`config.mk`:
```
export PLATFORM = sky130hd
export DESIGN_NAME = mlp_mac
export DESIGN_NICKNAME = d
export VERILOG_FILES = /design/src/rtl/mlp_pkg.sv /design/src/rtl/mlp_mac.sv
export SDC_FILE = /design/constraint.sdc
export NUM_CORES = 2
export LEC_CHECK = 0
export ABC_AREA = 0
export BUFFER_PORTS_ARGS = -buffer_cell sky130_fd_sc_hd__buf_4
export CAP_MARGIN = 10
export CORE_ASPECT_RATIO = 1.25
export CORE_UTILIZATION = 60
export CTS_CLUSTER_SIZE = 24
export DETAILED_ROUTE_END_ITERATION = 7
export HOLD_SLACK_MARGIN = 0.03
export PLACE_DENSITY = 0.78
export SYNTH_ARGS = -nofsm -noshare
export SYNTH_HDL_FRONTEND = slang
export SYNTH_SLANG_ARGS = --single-unit
```
`constraint.sdc`:
```
create_clock -name clk -period 12.33 [get_ports clk]
set_input_delay 1.8495 -clock clk [delete_from_list [all_inputs] [get_ports clk]]
set_output_delay 1.8495 -clock clk [all_outputs]
set_load 0.005 [all_outputs]
```
`src/rtl/mlp_pkg.sv`:
```
// ----------------------------------------------------------------------------
// mlp_pkg
// Shared types, codes and the sigmoid table of the network inference engine.
// ----------------------------------------------------------------------------
package mlp_pkg;

  // item codes
  localparam logic [1:0] LD_NORM    = 2'd0;
  localparam logic [1:0] LD_WEIGHT  = 2'd1;
  localparam logic [1:0] LD_BIAS    = 2'd2;
  localparam logic [1:0] LD_FEATURE = 2'd3;

  // activation codes
  localparam logic [1:0] AF_RELU    = 2'd0;
  localparam logic [1:0] AF_SIGMOID = 2'd1;
  localparam logic [1:0] AF_TANH    = 2'd2;
  localparam logic [1:0] AF_SIG_ALT = 2'd3;

  // result status
  localparam logic [1:0] ST_OK    = 2'd0;
  localparam logic [1:0] ST_COUNT = 2'd1;
  localparam logic [1:0] ST_WIDTH = 2'd2;

  localparam logic [63:0] EXP_STEP_Q32 = 64'd4034748380;

  typedef enum logic [2:0] {
    REG_NUM_LAYERS = 3'd0,
    REG_INPUT_DIM  = 3'd1,
    REG_LAYER0     = 3'd2,
    REG_LAYER1     = 3'd3,
    REG_LAYER2     = 3'd4,
    REG_LAYER3     = 3'd5,
    REG_ACT_CODES  = 3'd6
  } reg_idx_t;

  typedef enum logic [3:0] {
    S_IDLE,
    S_CHECK,
    S_COL,
    S_ROW,
    S_DRAIN,
    S_ACT,
    S_NEXT,
    S_FINAL,
    S_FREAD,
    S_RESULT
  } state_t;

  typedef struct packed {
    logic [1:0]         action;
    logic [11:0]        address;
    logic signed [31:0] value;
    logic signed [31:0] scale;
    logic               last;
  } item_t;

  typedef struct packed {
    logic signed [31:0] probability;
    logic [1:0]         status;
  } result_t;

  typedef struct packed {
    logic init;
    logic op_valid;
  } mac_ctl_t;

  typedef struct packed {
    logic       bypass;
    logic [1:0] code;
  } act_ctl_t;

  typedef logic [31:0] sig_table_t [256];

  // restoring division, elaboration only
  function automatic logic [63:0] udiv64(input logic [63:0] n, input logic [63:0] d);
    logic [63:0] q;
    logic [64:0] r;
    q = '0;
    r = '0;
    for (int b = 63; b >= 0; b--) begin
      r = {r[63:0], n[b]};
      if (r >= {1'b0, d}) begin
        r = r - {1'b0, d};
        q[b] = 1'b1;
      end
    end
    return q;
  endfunction

  // sigmoid((i-128)/16) from integer exponentials
  function automatic sig_table_t build_sig_table();
    logic [63:0] e [129];
    logic [95:0] p;
    logic [63:0] d;
    logic [63:0] nn;
    int          kk;
    sig_table_t  t;
    e[0] = 64'h1_0000_0000;
    for (int k = 0; k < 128; k++) begin
      p = 96'(e[k]) * 96'(EXP_STEP_Q32) + (96'd1 << 31);
      e[k+1] = 64'(p >> 32);
    end
    for (int i = 0; i < 256; i++) begin
      kk = (i >= 128) ? i - 128 : 128 - i;
      d  = 64'h1_0000_0000 + e[kk];
      nn = (i >= 128) ? (64'd1 << 48) : (e[kk] << 16);
      t[i] = 32'(udiv64(nn + (d >> 1), d));
    end
    return t;
  endfunction

  localparam sig_table_t SIG_TABLE = build_sig_table();

endpackage

```
`src/rtl/mlp_mac.sv`:
```
// ----------------------------------------------------------------------------
// mlp_mac
// Shared multiply-accumulate unit: registered product, 64-bit accumulator,
// saturated 32-bit view of the sum.
// ----------------------------------------------------------------------------
module mlp_mac (
  input  logic                clk,
  input  logic                rst,
  input  mlp_pkg::mac_ctl_t   ctl,
  input  logic signed [63:0]  init_val,
  input  logic signed [32:0]  op_a,
  input  logic signed [31:0]  op_b,
  output logic signed [31:0]  sat_out
);
  import mlp_pkg::*;

  logic signed [64:0] prod_q;
  logic               prod_v;
  logic signed [63:0] acc;

  always_ff @(posedge clk) begin
    if (rst) begin
      prod_v <= 1'b0;
    end else begin
      prod_v <= ctl.op_valid;
    end
  end

  always_ff @(posedge clk) begin
    prod_q <= 65'(op_a) * 65'(op_b);
    if (ctl.init) begin
      acc <= init_val;
    end else if (prod_v) begin
      acc <= acc + 64'(prod_q >>> 16);
    end
  end

  always_comb begin
    if (acc > 64'sh7FFF_FFFF) begin
      sat_out = 32'sh7FFF_FFFF;
    end else if (acc < -64'sh8000_0000) begin
      sat_out = -32'sh8000_0000;
    end else begin
      sat_out = 32'(acc);
    end
  end

endmodule

```
==> results.py <==
metrics = {
    "synth": {
        "yosysSeqAreaShare_pct": 6.65,
        "syn_nets": 6219,
        "syn_inst": 4729,
        "yosysTopAreaCellShare_pct": 50.7,
        "yosysWarningCount": 0,
        "synth_seq_cells": 114,
        "synth_area_sq_mm": 0.0439,
        "synth_top_cell_by_area": "fa_1",
        "avgSynthCellArea_sq_um": 9.29,
        "ys_types": 74,
        "async_flop_share_pct": 0,
        "synth_area_leaders": "fa_1 51%, inv_1 8.6%, and2_1 7.6%",
        "synth_edf_count": 64,
        "synth_flop_cell": "edfxtp_1",
    },
    "grt": {
        "use_met3_pct": 4.39,
        "grtUsageMet2_pct": 60.0,
        "grtUsageTotal_pct": 34.2,
        "grt_use_met1_pct": 37.9,
        "grt_pass1_wl_um": 194000,
        "antenna_found_initial": 2,
        "grt_max_degree": 79,
        "top_usage_layer": "met2",
        "grt-ovfl-total": 0,
        "grt_pass1_vias": 37300,
    },
    "cells_and_area": {
        "final_util_pct": 63.8,
        "multiInputGateArea_sq_mm": 0.0363,
        "syn_to_final_growth_pct": 4.99,
        "layout.nets": 6173,
        "n_fill_cell": 5885,
        "drive_above_1_share_pct": 4.86,
        "seq_area_sq_mm": 0.00292,
    },
    "die": {
        "die_x_um": 244,
        "start_util_pct": 60.8,
        "die_h_um": 305,
        "core_sq_mm": 0.0723,
        "rows": 110,
        "die-area_sq_mm": 0.0743,
        "ioPinCount": 165,
    },
    "worst_hold_path": {
        "hold_class": "flop to flop",
    },
    "sta": {
        "tns_ns": 0,
        "fin_crit_sh_pct": 80.4,
        "slew_viol_final": 0,
        "worstMarginPinSlew_ns": 1.17,
        "fmax_ghz": 0.101,
        "fin_crit_ns": 9.91,
        "hold_violations": 0,
        "slew_headroom_pct": 21.8,
        "finalSetupViolations": 0,
        "fin_skew_ns": 0.0102,
        "rsz0062_at_grt": "no",
        "whs_ns": 0.694,
    },
    "drt": {
        "wl_per_cell_um": 21.3,
        "avgViaCountPerCell": 5.80,
        "finalWirelength_um": 120000,
        "ant_nets": 0,
        "first_iter_violations": 2179,
        "num_vias": 32800,
        "drc": 0,
        "drt_first_pass_iters": 8,
    },
    "setup_path": {
        "critical_path_class": "input port to flop",
        "crit_fanout": 33,
        "required_ns": 12.66,
        "endpoint_kind": "flop",
        "cp_data_arrival_time_ns": 10.25,
        "crit_path_start_kind": "input port",
    },
    "clock_tree": {
        "cts_max_path_buffers": 2,
        "path_clk_slew_ns": 0.06,
        "cts_tree": "done",
        "cts.htree.levels": 4,
        "post_cts_buffers": 0,
        "cts_made_buffers": 17,
        "numClockSinks": 114,
        "insertion_delay_ns": 0.42,
        "cts_root_buf": "clkbuf_16",
        "hold_buffers": 0,
        "cts_repair_resize_count": 0,
    },
    "place": {
        "port-buffer-count": 164,
        "gp_congestion": 0.932,
        "dp_hpwl_um": 94400,
    },
    "run_status": {
        "status": "completed",
    },
    "run": {
        "cap_violations": 0,
    },
}
==> critical path: stages <==
cell and delay (ns):
buf_4 0.38, nand2_1 0.22, inv_1 0.13, fa_1 0.41, inv_1 0.27, fa_1 0.48, inv_1 0.23, fa_1 0.51
fa_1 0.83, inv_1 0.38, fa_1 0.58, inv_1 0.06, fa_1 0.55, fa_1 0.43, fa_1 0.46, ha_1 0.41
a21o_1 0.14, a21o_1 0.12, a21oi_1 0.08, nor2b_1 0.17, a221oi_1 0.42, a2111oi_2 0.15, a211oi_2 0.36, a31oi_1 0.18
nand2b_1 0.17, a221oi_1 0.24
==> synth_stat cells, types with 22 or more instances <==
library cell and n:
fa_1 1112, inv_1 1008, nand2_1 698, and2_1 532
ha_1 245, clkbuf_1 227, o21ai_0 121, a21oi_1 120
xnor2_1 73, nor2_1 72, a21o_1 65, edfxtp_1 64
dfxtp_1 50, xor2_1 42, nand4_1 33, a31oi_1 22
==> placed cells by master (no fill, tap or decap), drive strengths merged, types with 42 or more instances in the layout <==
cell type     n
o21ai       131
a21o         65
nor2         72
edfxtp       64
a21oi       123
and2        532
buf         169
dfxtp        50
inv        1013
fa         1112
ha          245
nand2       698
xnor2        73
xor2         42
==> layout make-up <==
class | instances | share of cell area [%]
antenna | 1 | 0.00543
clock buffer | 17 | 0.922
timing repair buffer | 169 | 2.75
tap | 952 | 2.58
inverter | 1009 | 8.21
clock inverter | 15 | 0.393
sequential | 114 | 6.34
multi-input combinational | 3372 | 78.8
==> logic make-up (layout without fill, tap and decap cells) <==
logic type,Yosys count,count (layout),share of synthesized area [%]
fa+ha+maj,1357,1357,57.7
compound gates,441,441,6.34
flops,114,114,6.65
xor+xnor,115,115,2.29
mux,2,2,0.0513
buf+inv,1243,1210,10.6
simple gates,1457,1457,16.4
other cells,0,1,0
==> flip-flops by register name (all words and copies together), names as in the netlist <==
signal and cells:
prod_v 1, acc 64, prod_q 49
==> metrics by stage <==
stage          setup WS, ns  cells  cell area, sq um
2_1_floorplan          2.97   4729             43900
3_3_place_gp           2.20   5616             45500
3_5_place_dp           2.05   5616             45500
4_1_cts                2.45   5648             46100
5_1_grt                1.92   5648             46100
6_report               2.42   5649             46100
==> routing by layer <==
metal / up-vias / part of all wire, %
met4: 0 / 8.8
met3: 590 / 6.6
li1: 14000 / -
met5: - / 0
met2: 1534 / 51
met1: 16700 / 33
==> final timing paths <==
kind / startpoint / endpoint / slack (ns) / depth (start not counted)
max reg2reg: prod_q[16] / acc[54] / 8.23 / 13
min reg2reg: acc[0] / acc[0] / 0.69 / 2
min: acc[0] / acc[0] / 0.69 / 2
max: op_b[5] / prod_q[62] / 2.42 / 26
Power is left out: the tool's default activity adds up to more than one toggle a clock period on the data nets, which glitch-free logic cannot reach.
